[src/hdl/arr_pkg.sv]
`timescale 1ns / 1ps
// ----------------------------------------------------------------------------
// arr_pkg
// Shared constants, types and the crc-8 byte fold for the attitude responder.
// ----------------------------------------------------------------------------
package arr_pkg;

    // crc-8 polynomial, no reflection, init zero
    localparam logic [7:0] CRC_POLY = 8'hD5;

    // register reset values
    localparam logic [7:0] HEADER_RESET  = 8'hCC;
    localparam logic [7:0] COMMAND_RESET = 8'h50;

    // configuration register indexes
    localparam logic [7:0] REG_HEADER  = 8'd0;
    localparam logic [7:0] REG_COMMAND = 8'd1;

    // receive phases
    localparam logic [1:0] PH_HEADER  = 2'd0;
    localparam logic [1:0] PH_COMMAND = 2'd1;
    localparam logic [1:0] PH_CRC     = 2'd2;

    // answer packet: eight payload bytes, then crc
    localparam logic [3:0] LAST_IDX = 4'd8;

    // floor(x / 10) for x below 2^16 as (x * 52429) >> 19
    localparam logic [16:0] YAW_RECIP = 17'd52429;
    localparam int          YAW_SHIFT = 19;

    // receive status toward the top level
    typedef struct packed {
        logic fire;       // good attitude request completed this cycle
        logic crc_phase;  // waiting for the crc byte
    } t_rx_stat;

    // fold one byte into a running crc-8
    function automatic logic [7:0] crc8_fold(input logic [7:0] crc, input logic [7:0] b);
        logic [7:0] c;
        c = crc ^ b;
        for (int k = 0; k < 8; k++) begin
            c = c[7] ? ((c << 1) ^ CRC_POLY) : (c << 1);
        end
        return c;
    endfunction

endpackage

[src/hdl/attitude_request_responder.sv]
`timescale 1ns / 1ps
// ----------------------------------------------------------------------------
// attitude_request_responder
// Parses crc-8 protected attitude requests and answers with the held attitude.
// ----------------------------------------------------------------------------
//  channel   | dir | word
//  s (tdata) | in  | link byte or attitude update, tuser selects
//  m (tdata) | out | answer byte, tlast on the crc byte
//  cfg       | in  | register index and write data
//
//  A new input word can be accepted every cycle while o_s_tready is high.
//  A good request starts a nine-byte answer the cycle after its crc byte,
//  then one byte per cycle while the sink is ready.
//  While an answer is pending, input stalls if the parser waits for a crc byte.
//  Reset is synchronous, active low; config writes complete at once.
// ----------------------------------------------------------------------------
module attitude_request_responder (
    input  logic        i_clk,
    input  logic        i_rst_n,
    input  logic        i_s_tvalid,
    output logic        o_s_tready,
    input  logic [55:0] i_s_tdata,   // rx_byte[7:0], roll[23:8], pitch[39:24], yaw[55:40]
    input  logic [0:0]  i_s_tuser,   // func[0]
    output logic        o_m_tvalid,
    input  logic        i_m_tready,
    output logic [7:0]  o_m_tdata,   // tx_byte[7:0]
    output logic        o_m_tlast,
    input  logic        i_cfg_valid,
    output logic        o_cfg_ready,
    input  logic [7:0]  i_cfg_index,
    input  logic [7:0]  i_cfg_data
);

    logic [7:0]        r_hdr_byte;
    logic [7:0]        r_cmd_byte;
    logic              s_accept;
    arr_pkg::t_rx_stat rx_stat;
    logic [15:0]       held_roll, held_pitch, held_yd;

    // configuration registers
    always_ff @(posedge i_clk) begin
        if (!i_rst_n) begin
            r_hdr_byte <= arr_pkg::HEADER_RESET;
            r_cmd_byte <= arr_pkg::COMMAND_RESET;
        end else if (i_cfg_valid) begin
            if (i_cfg_index == arr_pkg::REG_HEADER) begin
                r_hdr_byte <= i_cfg_data;
            end else if (i_cfg_index == arr_pkg::REG_COMMAND) begin
                r_cmd_byte <= i_cfg_data;
            end
        end
    end

    assign o_cfg_ready = 1'b1;

    // input flow: in the crc phase the input waits for the answer buffer
    assign o_s_tready = !o_m_tvalid || !rx_stat.crc_phase;
    assign s_accept   = i_s_tvalid && o_s_tready;

    arr_rx u_rx (
        .i_clk     (i_clk),
        .i_rst_n   (i_rst_n),
        .i_byte_en (s_accept && !i_s_tuser[0]),
        .i_byte    (i_s_tdata[7:0]),
        .i_header  (r_hdr_byte),
        .i_command (r_cmd_byte),
        .o_stat    (rx_stat)
    );

    arr_att u_att (
        .i_clk   (i_clk),
        .i_rst_n (i_rst_n),
        .i_load  (s_accept && i_s_tuser[0]),
        .i_roll  (i_s_tdata[23:8]),
        .i_pitch (i_s_tdata[39:24]),
        .i_yaw   (i_s_tdata[55:40]),
        .o_roll  (held_roll),
        .o_pitch (held_pitch),
        .o_yd    (held_yd)
    );

    arr_tx u_tx (
        .i_clk     (i_clk),
        .i_rst_n   (i_rst_n),
        .i_load    (rx_stat.fire),
        .i_header  (r_hdr_byte),
        .i_command (r_cmd_byte),
        .i_roll    (held_roll),
        .i_pitch   (held_pitch),
        .i_yd      (held_yd),
        .o_tvalid  (o_m_tvalid),
        .i_tready  (i_m_tready),
        .o_tdata   (o_m_tdata),
        .o_tlast   (o_m_tlast)
    );

endmodule

[src/hdl/arr_att.sv]
`timescale 1ns / 1ps
// ----------------------------------------------------------------------------
// arr_att
// Holds the latest attitude; yaw is converted to whole degrees on update.
// ----------------------------------------------------------------------------
module arr_att (
    input  logic        i_clk,
    input  logic        i_rst_n,
    input  logic        i_load,
    input  logic [15:0] i_roll,
    input  logic [15:0] i_pitch,
    input  logic [15:0] i_yaw,
    output logic [15:0] o_roll,
    output logic [15:0] o_pitch,
    output logic [15:0] o_yd
);

    logic [15:0] r_roll, r_pitch, r_yd;
    logic [15:0] n_yd;
    logic [16:0] yaw_abs;
    logic [33:0] yaw_prod;
    logic [14:0] yaw_q;

    // yaw / 10 truncated toward zero: divide the magnitude, restore the sign
    always_comb begin
        yaw_abs  = i_yaw[15] ? (17'd0 - {i_yaw[15], i_yaw}) : {1'b0, i_yaw};
        yaw_prod = yaw_abs * arr_pkg::YAW_RECIP;
        yaw_q    = yaw_prod[arr_pkg::YAW_SHIFT +: 15];
        n_yd     = i_yaw[15] ? (16'd0 - {1'b0, yaw_q}) : {1'b0, yaw_q};
    end

    // held values
    always_ff @(posedge i_clk) begin
        if (!i_rst_n) begin
            r_roll  <= '0;
            r_pitch <= '0;
            r_yd    <= '0;
        end else if (i_load) begin
            r_roll  <= i_roll;
            r_pitch <= i_pitch;
            r_yd    <= n_yd;
        end
    end

    assign o_roll  = r_roll;
    assign o_pitch = r_pitch;
    assign o_yd    = r_yd;

endmodule

[src/hdl/arr_rx.sv]
`timescale 1ns / 1ps
// ----------------------------------------------------------------------------
// arr_rx
// Receive parser: hunts the header, takes the command, checks the crc byte.
// ----------------------------------------------------------------------------
module arr_rx (
    input  logic              i_clk,
    input  logic              i_rst_n,
    input  logic              i_byte_en,
    input  logic [7:0]        i_byte,
    input  logic [7:0]        i_header,
    input  logic [7:0]        i_command,
    output arr_pkg::t_rx_stat o_stat
);

    logic [1:0] r_phase, n_phase;
    logic [7:0] r_cmd, n_cmd;
    logic [7:0] r_crc, n_crc;
    logic       fire;

    // next phase, command and crc for one link byte
    always_comb begin
        n_phase = r_phase;
        n_cmd   = r_cmd;
        n_crc   = r_crc;
        fire    = 1'b0;
        if (i_byte_en) begin
            case (r_phase)
                arr_pkg::PH_COMMAND: begin
                    n_cmd   = i_byte;
                    n_crc   = arr_pkg::crc8_fold(r_crc, i_byte);
                    n_phase = arr_pkg::PH_CRC;
                end
                arr_pkg::PH_CRC: begin
                    fire    = (i_byte == r_crc) && (r_cmd == i_command);
                    n_crc   = '0;
                    n_phase = arr_pkg::PH_HEADER;
                end
                default: begin
                    // header hunt, also the unused phase code
                    n_phase = arr_pkg::PH_HEADER;
                    if (i_byte == i_header) begin
                        n_crc   = arr_pkg::crc8_fold(8'd0, i_byte);
                        n_cmd   = '0;
                        n_phase = arr_pkg::PH_COMMAND;
                    end
                end
            endcase
        end
    end

    // parser state
    always_ff @(posedge i_clk) begin
        if (!i_rst_n) begin
            r_phase <= arr_pkg::PH_HEADER;
            r_cmd   <= '0;
            r_crc   <= '0;
        end else begin
            r_phase <= n_phase;
            r_cmd   <= n_cmd;
            r_crc   <= n_crc;
        end
    end

    assign o_stat.fire      = fire;
    assign o_stat.crc_phase = (r_phase == arr_pkg::PH_CRC);

endmodule

[src/hdl/arr_tx.sv]
`timescale 1ns / 1ps
// ----------------------------------------------------------------------------
// arr_tx
// Answer serializer: snapshots eight payload bytes, sends them, then the crc.
// ----------------------------------------------------------------------------
module arr_tx (
    input  logic        i_clk,
    input  logic        i_rst_n,
    input  logic        i_load,
    input  logic [7:0]  i_header,
    input  logic [7:0]  i_command,
    input  logic [15:0] i_roll,
    input  logic [15:0] i_pitch,
    input  logic [15:0] i_yd,
    output logic        o_tvalid,
    input  logic        i_tready,
    output logic [7:0]  o_tdata,
    output logic        o_tlast
);

    logic        r_busy;
    logic [3:0]  r_idx;
    logic [63:0] r_shift;
    logic [7:0]  r_crc;
    logic        is_last;
    logic        send;

    assign is_last = (r_idx == arr_pkg::LAST_IDX);
    assign send    = r_busy && i_tready;

    // control: load a new answer, step through the bytes
    always_ff @(posedge i_clk) begin
        if (!i_rst_n) begin
            r_busy <= 1'b0;
            r_idx  <= '0;
        end else if (i_load) begin
            r_busy <= 1'b1;
            r_idx  <= '0;
        end else if (send) begin
            if (is_last) begin
                r_busy <= 1'b0;
            end else begin
                r_idx <= r_idx + 4'd1;
            end
        end
    end

    // payload shift line and running crc over the sent bytes
    always_ff @(posedge i_clk) begin
        if (i_load) begin
            r_shift <= {i_yd, i_pitch, i_roll, i_command, i_header};
            r_crc   <= '0;
        end else if (send && !is_last) begin
            r_shift <= {8'd0, r_shift[63:8]};
            r_crc   <= arr_pkg::crc8_fold(r_crc, r_shift[7:0]);
        end
    end

    assign o_tvalid = r_busy;
    assign o_tdata  = is_last ? r_crc : r_shift[7:0];
    assign o_tlast  = is_last;

endmodule

[config.mk]
export PLATFORM = sky130hd
export DESIGN_NAME = attitude_request_responder
export DESIGN_NICKNAME = d
export VERILOG_FILES = /design/src/hdl/arr_pkg.sv /design/src/hdl/attitude_request_responder.sv /design/src/hdl/arr_att.sv /design/src/hdl/arr_rx.sv /design/src/hdl/arr_tx.sv
export SDC_FILE = /design/constraint.sdc
export NUM_CORES = 1
export LEC_CHECK = 0
export CAP_MARGIN = 20
export CORE_ASPECT_RATIO = 0.9
export CORE_MARGIN = 3
export CORE_UTILIZATION = 30
export DETAILED_ROUTE_END_ITERATION = 7
export DONT_BUFFER_PORTS = 1
export SLEW_MARGIN = 20
export SYNTH_ARGS = -nofsm -noshare
export SYNTH_HDL_FRONTEND = slang
export SYNTH_HIERARCHICAL = 1
export SYNTH_SLANG_ARGS = --single-unit
[constraint.sdc]
create_clock -name i_clk -period 10.2 [get_ports i_clk]
set_clock_uncertainty 0.2 [all_clocks]
set_input_delay 3.06 -clock i_clk [delete_from_list [all_inputs] [get_ports i_clk]]
set_output_delay 3.06 -clock i_clk [all_outputs]
set_load 0.005 [all_outputs]
---- Word-level counts from Yosys, hierarchy flattened ----
Index checks and enable logic that the tools add are counted.
word-level totals
  bits in registers ....................... 159
  bits in latches ......................... 0
  memory bits (writable) .................. 0
  memory bits (read-only) ................. 0
  bits of input ports ..................... 78
  logic and storage cells ................. 117
  memories ................................ 0
operators by class
  $add $sub $neg .......................... 3
  multipliers ............................. 1
  divide/modulo/power cells ............... 0
  order comparisons ....................... 0
  eq/ne operators ......................... 7
  shifts and indexed selects .............. 0
  mux-type cells .......................... 40
  bitwise operators ....................... 30
  reductions and logical operators ........ 24
operator list
  cell                      number
  $mux W8                   27
  $mux W64                  2
  $not A5 Y5                24
  $mul A17 B16 Y33 const B  1
  $pmux W8 S2               2
  $eq A8 B8 Y1              3
  $mux W17                  1
  $sub A1 B16 Y17 const A   1
  $mux W16                  1
  $xor A8 B8 Y8             2
  $sub A1 B14 Y15 const A   1
  $eq A8 B1 Y1 const B      1
  $logic_not A8 Y1          1
  $reduce_and A2 Y1         4
  $reduce_bool A2 Y1        4
  $logic_and A1 B1 Y1       6
  $mux W1                   6
  $reduce_and A3 Y1         2
  $add A4 B1 Y4 const B     1
  $eq A4 B4 Y1 const B      1
  $logic_not A1 Y1          4
  $not A1 Y1                4
  $pmux W2 S2               1
  $reduce_bool A3 Y1        1
  4 further kinds           4

---- Depth between registers and ports, before layout ----
Gate-level depths: netlist of the first run.
  word-level depth ........................ 18
  gate-level depth with buffers ........... 28

---- Cells and area by module ----
The synthesis of the first run kept the hierarchy.
by module, submodules not included
  module                      instances  cells each  area an instance (µm²)
  arr_att                     1          857         7818.7
  arr_tx                      1          249         3612.2
  arr_rx                      1          171         1610.3
  attitude_request_responder  1          78          710.7

---- Worst setup path after synthesis of the first run ----
Ideal clock, no wire load.
  kind .................................... input to register
  start point ............................. in i_s_tdata[45]
  end point ............................... reg u_att.r_yd[13], in the netlist u_att/o_yd[13]
  library setup time ...................... 95 ps
  data arrival time ....................... 9883 ps
  required time ........................... 9905 ps
  slack ................................... 22 ps
  cell stages on the path ................. 23
  buffers on the path ..................... 0
  cells stage by stage .................... nor4_1 > nand4_1 > or4_1 > or4_1 > inv_1 > ha_1 > ha_1 > fa_1 > fa_1 > fa_1 > inv_1 > fa_1 > inv_1 > ha_1 > nor3_1 > o21bai_4 > nand2_4 > o311ai_1 > or3_4 > a22oi_2 > or4b_4 > or4b_1 > o311ai_1
on the way
  word-level cells in the longest chain between the ends .. 5
ends and longest elaborated chain
  item                  RTL line                          source
  from (decl)           attitude_request_responder.sv:22  input logic [55:0] i_s_tdata,
  $sub A1 B16 Y17       arr_att.sv:26                     yaw_abs = i_yaw[15] ? (17'd0 - {i_yaw[15], i_yaw}) : {1'b0, i_yaw};
  $mux W17 (*)          arr_att.sv:26
  $mul A17 B16 Y33 (*)  arr_att.sv:27                     yaw_prod = yaw_abs * arr_pkg::YAW_RECIP;
  $sub A1 B14 Y15       arr_att.sv:29                     n_yd = i_yaw[15] ? (16'd0 - {1'b0, yaw_q}) : {1'b0, yaw_q};
  $mux W16 (*)          arr_att.sv:29
  to (signal assigned)  arr_att.sv:41                     r_yd <= n_yd;
  to (decl)             arr_att.sv:18                     logic [15:0] r_roll, r_pitch, r_yd;
Every way passes the cells marked *; elsewhere a longest branch is shown, timed or not.
A chain may end at the register's enable or synchronous reset.

---- Final worst setup path of the first run ----
Ends and elaborated chain as after synthesis.

==> metrics.md, run 1 <==
| Metric | Value |
|---|---|
| CTS buffer count | `17` |
| Die W | `232 um` |
| Endpoints failing hold | `0` |
| Final worst slack | `~300 ps` |
| Vias in the first global route | `10200` |
| Outcome | `completed` |
| # port buffers | `0` |
| Pre-CTS setup slack | `-307 ps` |
| Wire length on met3 | `approximately 1500 um` |
| Antenna violations before repair | `3` |
| Min-Delay Path Class | `register to register` |
| Skew-Pair Late Insertion Delay | `between 400 and 500 ps` |
| Die Area | `between 40000 and 50000 um^2` |
| CTS max path bufs | `2` |
| Worst-path clk slew | `about 70 ps` |
| Final period util | `a little over nine tenths` |
| Ports | `90` |
| Final net count | `1754` |
| Min Clock Period, post-route | `9900 ps` |
| Slew Viols, Final | `0` |
| Sequential area share after synthesis | `approximately 28%` |
| Final WL | `32400 um` |
| H-tree depth | `4` |
| Number of fill cells | `roughly 4500` |
| Dominant cell type by area after synthesis | `edfxtp_1` |
| Final setup violation count | `0` |
| Worst-Margin Slew | `944 ps` |
| Synth cell types | `94` |
| DR WL/cell | `15.7 um` |
| Synth Instances | `1355` |
| Vias per Instance | `roughly 4.8` |
| CTS tree | `yes` |
| Slowest CP cell | `fa_1` |
| Total track usage | `between 10% and 20%` |
| Top sig layer | `met5` |
| Slowest stage delay, CP | `between 500 and 600 ps` |
| Mapped Area | `~14000 um^2` |
| Standard-cell rows | `between 70 and 80` |
| Via count | `about 10000` |
| CTS Root Cell | `clkbuf_16` |
| Routability Congestion | `~0.92` |
| Top cell type's share of synthesized area | `14.0%` |
| Critical path's top delay family | `adder cells` |
| Met1 wire length | `15400 um` |
| Largest net degree at the start of global routing | `slightly below 80` |
| Synth top cells by count | `183 x inv_1, 142 x ha_1, 94 x dfxtp_1, 85 x fa_1, 82 x nand2_1` |
| DRT Pass-1 Iters | `5` |
| Global-route wire length before repair | `between 50000 and 60000 um` |
| DP HPWL | `25900 um` |
| Starting Density | `a little under a third` |
| F_max | `slightly above 100 MHz` |
| Startpoint Class | `input port` |
| CORE AREA | `44800 um^2` |
| Area contributors post-synth | `edfxtp_1 14%, dfxtp_1 14%, ha_1 13%` |
| Arr. time, crit path | `10030 ps` |
| Post-route DRC | `0` |
| Most common cell in the netlist | `inv_1` |
| Kind of critical path | `input port to register` |
| Die height | `~210 um` |
| Synth warnings | `6` |
| CP max FO | `5` |
| Final ANT Viol Nets | `0` |
| R2R Setup Slk | `roughly 6500 ps` |
| Syn_area_per_cell | `10.1 um^2` |
| Initial DRC count | `between 600 and 700` |
| Metal2 WL | `~15000 um` |
| Antenna Diode Count | `0` |
| Final Util | `35.4%` |
| Buf/Inv on CP | `6` |
| Layout cells sized above 1 | `between 10% and 20%` |
| Clock sink count | `158` |
| Prevailing post-synth register cell | `dfxtp_1` |
| Max cap viols | `0` |
| Setup crit end kind | `register` |
| Gr ovfl total | `0` |
| Synthesis-to-layout area growth | `15.2%` |
| Slew headroom | `between 30% and 40%` |
| Worst path most repeated cell | `inv_1` |
| Dpl cell area | `around 15000 um^2` |
| Ys async rst share | `0%` |
| Post-synth EDFFs | `64` |
| Layout Cell Area excl Fill | `around 16000 um^2` |
| Yosys reg bits | `~160` |
| TNS Setup | `0 ps` |
| Worst path required time | `10330 ps` |
## path summary, 6_finish.rpt
path,from,depth (start not counted),end
max,i_s_tdata[45],27,u_att/o_yd[13]
min,u_att/o_yd[0],2,u_att/o_yd[0]
max reg2reg,u_rx/r_phase[0],10,u_tx/r_shift[43]
min reg2reg,u_att/o_yd[0],2,u_att/o_yd[0]
## logic make-up (layout without fill, tap and decap cells)
group	Yosys count	in the layout	synth area share [%]
other cells	3	9	0.0819
simple gates	287	287	10.9
mux	110	110	8.55
compound gates	201	201	10.4
fa+ha+maj	227	227	25.3
flops	158	158	27.7
xor+xnor	126	126	9.58
buf+inv	243	344	7.52
## worst register-to-register path, stage by stage, from the launching register on
cell	delay, ps
dfxtp_1	350
inv_1	60
ha_1	300
nand2_1	190
nand2_1	80
nor2_1	90
buf_4	280
nand4_1	140
nor4_2	400
or2_2	660
buf_4	550
## registers in the layout, indices dropped and copies added, names as in the netlist, 2 cells and up
signal,flops
r_cmd_byte,8
r_hdr_byte,8
u_att/o_pitch,16
u_att/o_roll,16
u_att/o_yd,15
u_rx/r_cmd,8
u_rx/r_crc,8
u_rx/r_phase,2
u_tx/r_crc,8
u_tx/r_idx,4
u_tx/r_shift,64
## per-stage QoR
stage               hold slack, ps  instances
finish                         276       2062
global route                   309       2062
CTS                            278       2061
detailed placement             264       2029
global placement               258       2029
floorplan                      242       1361
## layout by cell type, fill, tap and decap left out, drive strengths merged, types with 13 or more instances in the layout
cell type,n
a211oi,18
a21oi,53
and2,16
buf,127
clkbuf,19
dfxtp,94
edfxtp,64
fa,85
ha,142
inv,193
mux2,60
mux2i,50
nand2,83
nand3,17
nor2,71
nor3,13
o21ai,42
xnor2,70
xor2,48
## final cells by class
type                    count  area, um^2  share of cell area, %
multi-input cells         960        9050                   57.2
flip-flops and latches    158        3800                   24.0
repair buffers            127         953                   6.02
well taps                 600         751                   4.74
inverters                 185         694                   4.38
clock buffers              19         464                   2.93
clock inverters            13         119                  0.751
## layer usage
layer,vias to the layer above,global-route usage [%]
li1,4840,-
met1,4796,19.1
met2,184,22.2
met3,25,2.07
met4,6,2.67
met5,-,0
## timing repair
item | in CTS | in global routing
setup buffers | 0 | 1
gates resized for setup | 0 | 21
hold buffers | 0 | 0
endpoints found under the setup margin | 0 | 10
Power of run 1 is left out: the tool's default activity adds up to more than one toggle a clock period on the data nets, which glitch-free logic cannot reach.
==> run 2: changes to the inputs <==
--- a/config.mk
+++ b/config.mk
@@ -5,6 +5,7 @@
 export SDC_FILE = /design/constraint.sdc
 export NUM_CORES = 1
 export LEC_CHECK = 0
+export ABC_AREA = 1
 export CAP_MARGIN = 20
 export CORE_ASPECT_RATIO = 0.9
 export CORE_MARGIN = 3
==> run 2 against run 1 <==
- sequential share of layout area is 0.16 points lower
- global-route usage up 0.35 points
- maximum frequency increased by 4.1%
- critical endpoint is now u_att/o_yd[10]
==> metrics.md, run 2 <==
| Metric | Value |
|---|---|
| Post_cts resized | `0 (unchanged)` |
| F_max | `105 MHz (+4.1%)` |
| Synthesis-to-layout area growth | `8.61%` |
| Kind of critical path | `input port to register` |
| Most common cell after layout, fill and taps aside | `nand2_1` |
| CP max FO | `5 (unchanged)` |
| Arr. time, crit path | `9630 ps (-400 ps)` |
| Worst-Margin Slew | `905 ps (-38.7 ps)` |
| DP HPWL | `29000 um (+12%)` |
| Commonest non-fill, non-tap cells in the layout | `536 x nand2_1, 335 x inv_1, 158 x nor2_1, 142 x ha_1, 114 x nand3_1` |
| Sequential area share after synthesis | `25.9% (-1.8 points)` |
| Dominant cell type by area after synthesis | `nand2_1` |
| Starting Density | `30.5% (-0.21 points)` |
| Syn_area_per_cell | `7.44 um^2 (-27%)` |
| Ys async rst share | `0% (unchanged)` |
| Total track usage | `13.9% (+0.35 points)` |
| Critical path's top delay family | `adder cells` |
| Post-synth EDFFs | `64 (unchanged)` |
| Final period util | `93.2% (-3.8 points)` |
| Skew-Pair Late Insertion Delay | `430 ps (about the same)` |
| Yosys reg bits | `158 (unchanged)` |
| Antenna violations before repair | `5 (+2)` |
| Global-route wire length before repair | `59000 um (+11%)` |
| Crit path launch | `i_s_tdata[41]` |
| Reg2Reg Depth | `13 (+3)` |
| Worst path most repeated cell | `nand2_1` |
| Initial DRC count | `711 (+6.1%)` |
| DRT Pass-1 Iters | `6 (+1)` |
| Post-CTS Setup Repair Bufs | `0 (unchanged)` |
| Slew Viols, Final | `0 (unchanged)` |
| CTS buffer count | `17 (unchanged)` |
| Top cell type's share of synthesized area | `13.7% (-0.27 points)` |
| Gr ovfl total | `0 (unchanged)` |
| Reg-to-reg critical path endpoint | `u_tx/r_shift[61]` |
| Routability Congestion | `0.930 (+0.66%)` |
| Final setup violation count | `0 (unchanged)` |
| CTS Root Cell | `clkbuf_16` |
| Die W | `239 um (+3.2%)` |
| Via count | `12000 (+22%)` |
| Clock sink count | `158 (unchanged)` |
| Vias per Instance | `4.62 (-3.2%)` |
| Synth warnings | `6 (unchanged)` |
| Outcome | `completed` |
| Synth cell types | `55 (-41%)` |
| Min Clock Period, post-route | `9510 ps (-390 ps)` |
| Most common cell in the netlist | `nand2_1` |
| TNS Setup | `0 ps (unchanged)` |
| CTS max path bufs | `2 (unchanged)` |
| Layout cells sized above 1 | `8.87% (-10 points)` |
| R2R Setup Slk | `5820 ps (-720 ps)` |
| Standard-cell rows | `76 (+4.1%)` |
| Min-Delay Path Class | `register to register` |
| Synth Instances | `1973 (+46%)` |
| Die Area | `51600 um^2 (+6.6%)` |
| R2r startpoint | `u_rx/r_phase[0]` |
| # port buffers | `0 (unchanged)` |
| Slew headroom | `39.3% (+2.2 points)` |
| H-tree depth | `4 (unchanged)` |
| Final ANT Viol Nets | `0 (unchanged)` |
| CTS tree | `yes` |
| Max reg flops | `64 (unchanged)` |
| Largest net degree at the start of global routing | `69 (-12%)` |
| Unrepaired setup endpoints after global routing | `false` |
| Worst-path clk slew | `70 ps (about the same)` |
| Mapped Area | `14700 um^2 (+6.8%)` |
| Area contributors post-synth | `nand2_1 14%, edfxtp_1 13%, dfxtp_1 13%` |
| Critical Path Sink | `u_att/o_yd[10]` |
| Largest Register | `u_tx/r_shift` |
| Worst path required time | `10320 ps (about the same)` |
| Synth top cells by count | `536 x nand2_1, 336 x inv_1, 160 x nor2_1, 142 x ha_1, 114 x nand3_1` |
| Post-route DRC | `0 (unchanged)` |
| Max cap viols | `0 (unchanged)` |
| Levels on crit path | `33 (+22%)` |
| Startpoint Class | `input port` |
| CORE AREA | `48100 um^2 (+7.5%)` |
| Endpoints failing hold | `0 (unchanged)` |
| DR WL/cell | `13.6 um (-13%)` |
| Buf/Inv on CP | `4 (-2)` |
| Setup crit end kind | `register` |
| Vias in the first global route | `12000 (+17%)` |
| Ports | `90 (unchanged)` |
| Prevailing post-synth register cell | `dfxtp_1` |
| Final WL | `35500 um (+9.5%)` |
| Post-CTS Hold Buffers | `0 (unchanged)` |
| Final net count | `2266 (+29%)` |
| Slowest stage delay, CP | `550 ps (about the same)` |
| Die height | `216 um (+3.2%)` |
| Slowest CP cell | `fa_1` |
[run 2: stage by stage]
step                      area (um^2)  hold WS (ps)  setup WS, ps  utilization (%)  instances
after detailed placement        15300           253           243             31.9       2566
after global placement          15300           250           345             31.9       2566
after CTS                       15900           263           667             33.1       2598
final                           15900           268           691             33.1       2599
after global routing            15900           302           142             33.1       2598
after floorplan                 14700           235           767                -       1979
[run 2: cells by family (layout without fill, tap and decap cells)]
kind of cell    Yosys count  after routing  share of synthesized area (%)
other cells               3             10                         0.0767
xor+xnor                 64             64                           4.28
flops                   158            158                           25.9
buf+inv                 408            403                           11.0
compound gates          176            176                           6.66
fa+ha+maj               227            227                           23.7
simple gates            937            937                           28.4
[run 2: final cells by class]
cell class                 instances  area (um^2)
timing repair buffer              13         97.6
antenna                            1         2.50
multi-input combinational       1413         9310
fill                            5089        32200
inverter                         358         1350
clock buffer                      17          425
tap                              624          781
clock inverter                    15          183
sequential                       158         3800
[run 2: metal layers]
metal | GRT usage (%) | vias up | wire length (um)
li1 | - | 6117 | -
met1 | 18.8 | 5634 | 16700
met2 | 23.4 | 209 | 16700
met3 | 2.40 | 46 | 1580
met4 | 3.02 | 8 | 454
met5 | 0 | - | 46
[run 2: worst min-delay path by stage]
stage | from | end | depth (start not counted)
finish | u_tx/r_idx[3] | u_tx/r_idx[3] | 2
global route | u_tx/r_idx[3] | u_tx/r_idx[3] | 2
CTS | u_tx/r_idx[3] | u_tx/r_idx[3] | 2
detailed placement | u_tx/r_idx[3] | u_tx/r_idx[3] | 2
global placement | u_tx/r_idx[3] | u_tx/r_idx[3] | 2
floorplan | u_tx/r_idx[3] | u_tx/r_idx[3] | 2
[run 2: worst min-delay path: cells and delay by family, from the launching register on]
family,cells,cell delay [ps]
buf+inv,1,50
compound gates,1,50
flops,1,330
Power of run 2 is left out for the same reason.
==> run 3: changes to the inputs <==
--- a/config.mk
+++ b/config.mk
@@ -15,5 +15,4 @@
 export SLEW_MARGIN = 20
 export SYNTH_ARGS = -nofsm -noshare
 export SYNTH_HDL_FRONTEND = slang
-export SYNTH_HIERARCHICAL = 1
 export SYNTH_SLANG_ARGS = --single-unit
==> run 3 against run 2 <==
- area after synthesis shrank 6.1%
- maximum frequency shrank 1.3%
- die area shrank 5.9%
- cell count shrank 7.3%
- sequential share of layout area grew 1.1 points
- cell area shrank 5.2%
==> metrics.md, run 3 <==
| Metric | Value |
|---|---|
| Post-CTS Hold Buffers | `0 (unchanged)` |
| Number of fill cells | `4745 (-6.8%)` |
| Worst path most repeated cell | `nand2_1` |
| Slowest CP cell | `fa_1` |
| Ys async rst share | `0% (unchanged)` |
| Ports | `90 (unchanged)` |
| Worst path required time | `10330 ps (about the same)` |
| TNS Setup | `0 ps (unchanged)` |
| Starting Density | `30.8% (+0.30 points)` |
| Global-route wire length before repair | `55200 um (-6.4%)` |
| Layout Cell Area excl Fill | `15100 um^2 (-5.2%)` |
| DRT Pass-1 Iters | `8 (+2)` |
| Area contributors post-synth | `edfxtp_1 14%, dfxtp_1 14%, ha_1 13%` |
| DR WL/cell | `13.9 um (+1.7%)` |
| Routability Congestion | `0.956 (+2.8%)` |
| Synth Instances | `1803 (-8.6%)` |
| Layout cells sized above 1 | `3.93% (-4.9 points)` |
| Die height | `209 um (-3.0%)` |
| Die W | `232 um (-3.0%)` |
| Antenna violations before repair | `0 (-5)` |
| Min-Delay Path Class | `register to register` |
| Skew-Pair Late Insertion Delay | `430 ps (about the same)` |
| Max cap viols | `0 (unchanged)` |
| Post-route DRC | `0 (unchanged)` |
| DP HPWL | `27300 um (-5.7%)` |
| Most common cell after layout, fill and taps aside | `nand2_1` |
| Min Clock Period, post-route | `9640 ps (+129 ps)` |
| # port buffers | `0 (unchanged)` |
| Sequential cell area | `3770 um^2 (-0.79%)` |
| Outcome | `completed` |
| CORE AREA | `44800 um^2 (-7.0%)` |
| Post-CTS Setup Repair Bufs | `0 (unchanged)` |
| Worst-path clk slew | `70 ps (about the same)` |
| Antenna Diode Count | `0 (-1)` |
| Kind of critical path | `input port to register` |
| CTS tree | `yes` |
| Slew headroom | `33.8% (-5.5 points)` |
| Final ANT Viol Nets | `0 (unchanged)` |
| Multi-input logic area | `8430 um^2 (-9.4%)` |
| Final WL | `33400 um (-5.8%)` |
| Most common cell in the netlist | `nand2_1` |
| Vias in the first global route | `11000 (-7.9%)` |
| Synth top cells by count | `423 x nand2_1, 376 x inv_1, 142 x ha_1, 104 x o21ai_0, 102 x a21oi_1` |
| Commonest non-fill, non-tap cells in the layout | `422 x nand2_1, 376 x inv_1, 142 x ha_1, 104 x o21ai_0, 102 x a21oi_1` |
| Worst-Margin Slew | `989 ps (+83.9 ps)` |
| Clock sink count | `157 (-0.63%)` |
| Top cell type's share of synthesized area | `13.7% (about the same)` |
| Arr. time, crit path | `9760 ps (+130 ps)` |
| Initial DRC count | `813 (+14%)` |
| Gr ovfl total | `0 (unchanged)` |
| Vias per Instance | `4.55 (-1.5%)` |
| Via count | `11000 (-8.7%)` |
| Mapped Area | `13800 um^2 (-6.1%)` |
| Largest net degree at the start of global routing | `107 (+55%)` |
| CP max FO | `5 (unchanged)` |
| CTS max path bufs | `2 (unchanged)` |
| Sequential area share after synthesis | `27.4% (+1.5 points)` |
| Final net count | `2100 (-7.3%)` |
| Prevailing post-synth register cell | `dfxtp_1` |
| Yosys reg bits | `157 (-0.63%)` |
| Die Area | `48600 um^2 (-5.9%)` |
| Synthesis-to-layout area growth | `9.59%` |
| Final setup violation count | `0 (unchanged)` |
| Slowest stage delay, CP | `550 ps (about the same)` |
| Max reg flops | `63 (-1.6%)` |
| CTS Root Cell | `clkbuf_16` |
| H-tree depth | `4 (unchanged)` |
| Startpoint Class | `input port` |
| Dpl cell area | `14500 um^2 (-5.5%)` |
| Post-synth EDFFs | `63 (-1.6%)` |
| Synth cell types | `43 (-22%)` |
| Final period util | `94.5% (+1.3 points)` |
| Endpoints failing hold | `0 (unchanged)` |
| F_max | `104 MHz (-1.3%)` |
| Setup crit end kind | `register` |
| Syn_area_per_cell | `7.65 um^2 (+2.8%)` |
| Standard-cell rows | `73 (-3.9%)` |
| Final Util | `33.8% (+0.63 points)` |
| Dominant cell type by area after synthesis | `edfxtp_1` |
| Largest Register | `u_tx.r_shift` |
| Synth warnings | `0 (-6)` |
| Slew Viols, Final | `0 (unchanged)` |
| CTS buffer count | `17 (unchanged)` |
| Total track usage | `14.0% (+0.074 points)` |
| Post_cts resized | `0 (unchanged)` |
[run 3: cell types whose count changed in the layout (fill, tap and decap cells not counted), moves of 34 or more]
cell / delta
nand2_2: -39
nand3_1: -42
a21oi_1: +43
o21ai_0: +34
inv_1: +41
nor2_1: -74
nand2_1: -114
[run 3: layout make-up]
| type | instances | area share (%) |
|---|---|---|
| sequential | 157 | 25.0 |
| clock inverter | 12 | 0.902 |
| timing repair buffer | 12 | 0.596 |
| multi-input combinational | 1220 | 55.8 |
| tap | 600 | 4.97 |
| clock buffer | 20 | 3.16 |
| inverter | 387 | 9.61 |
[run 3: per-layer routing]
| metal | vias to the layer above | global-route usage (%) | wire length [um] |
|---|---|---|---|
| li1 | 5614 | - | - |
| met1 | 5107 | 18.8 | 15700 |
| met2 | 225 | 23.7 | 15700 |
| met3 | 21 | 2.61 | 1650 |
| met4 | 0 | 2.33 | 318 |
| met5 | - | 0 | 0 |
[run 3: critical path: cells and delay by family]
family          cells  cell delay [ps]
compound gates      2              310
xor+xnor            2              540
fa+ha+maj           8             3250
buf+inv             9              540
simple gates       17             2060
[run 3: final timing paths]
path              depth (start not counted)          endpoint              from  slack [ps]
setup / recovery                         38    u_att.o_yd[10]     i_s_tdata[42]         560
hold / removal                            2  u_att.o_pitch[9]  u_att.o_pitch[9]         250
setup reg to reg                         11  u_tx.r_shift[61]   u_rx.r_phase[0]        5820
hold reg to reg                           2  u_att.o_pitch[9]  u_att.o_pitch[9]         250
[run 3: per-stage QoR]
stage,hold slack (ps),cells,setup WS (ps)
floorplan,225,1810,815
global placement,237,2376,141
detailed placement,243,2376,0.820
CTS,252,2408,435
global route,267,2408,-47.7
finish,249,2408,561
[run 3: cell families (layout without fill, tap and decap cells)]
kind of cell	after synthesis	after routing	synth area share, %
compound gates	255	255	9.90
xor+xnor	100	100	6.95
fa+ha+maj	227	227	25.2
buf+inv	433	431	11.9
flops	157	157	27.4
other cells	2	9	0.0545
simple gates	629	629	18.6
Power of run 3 is left out for the same reason.
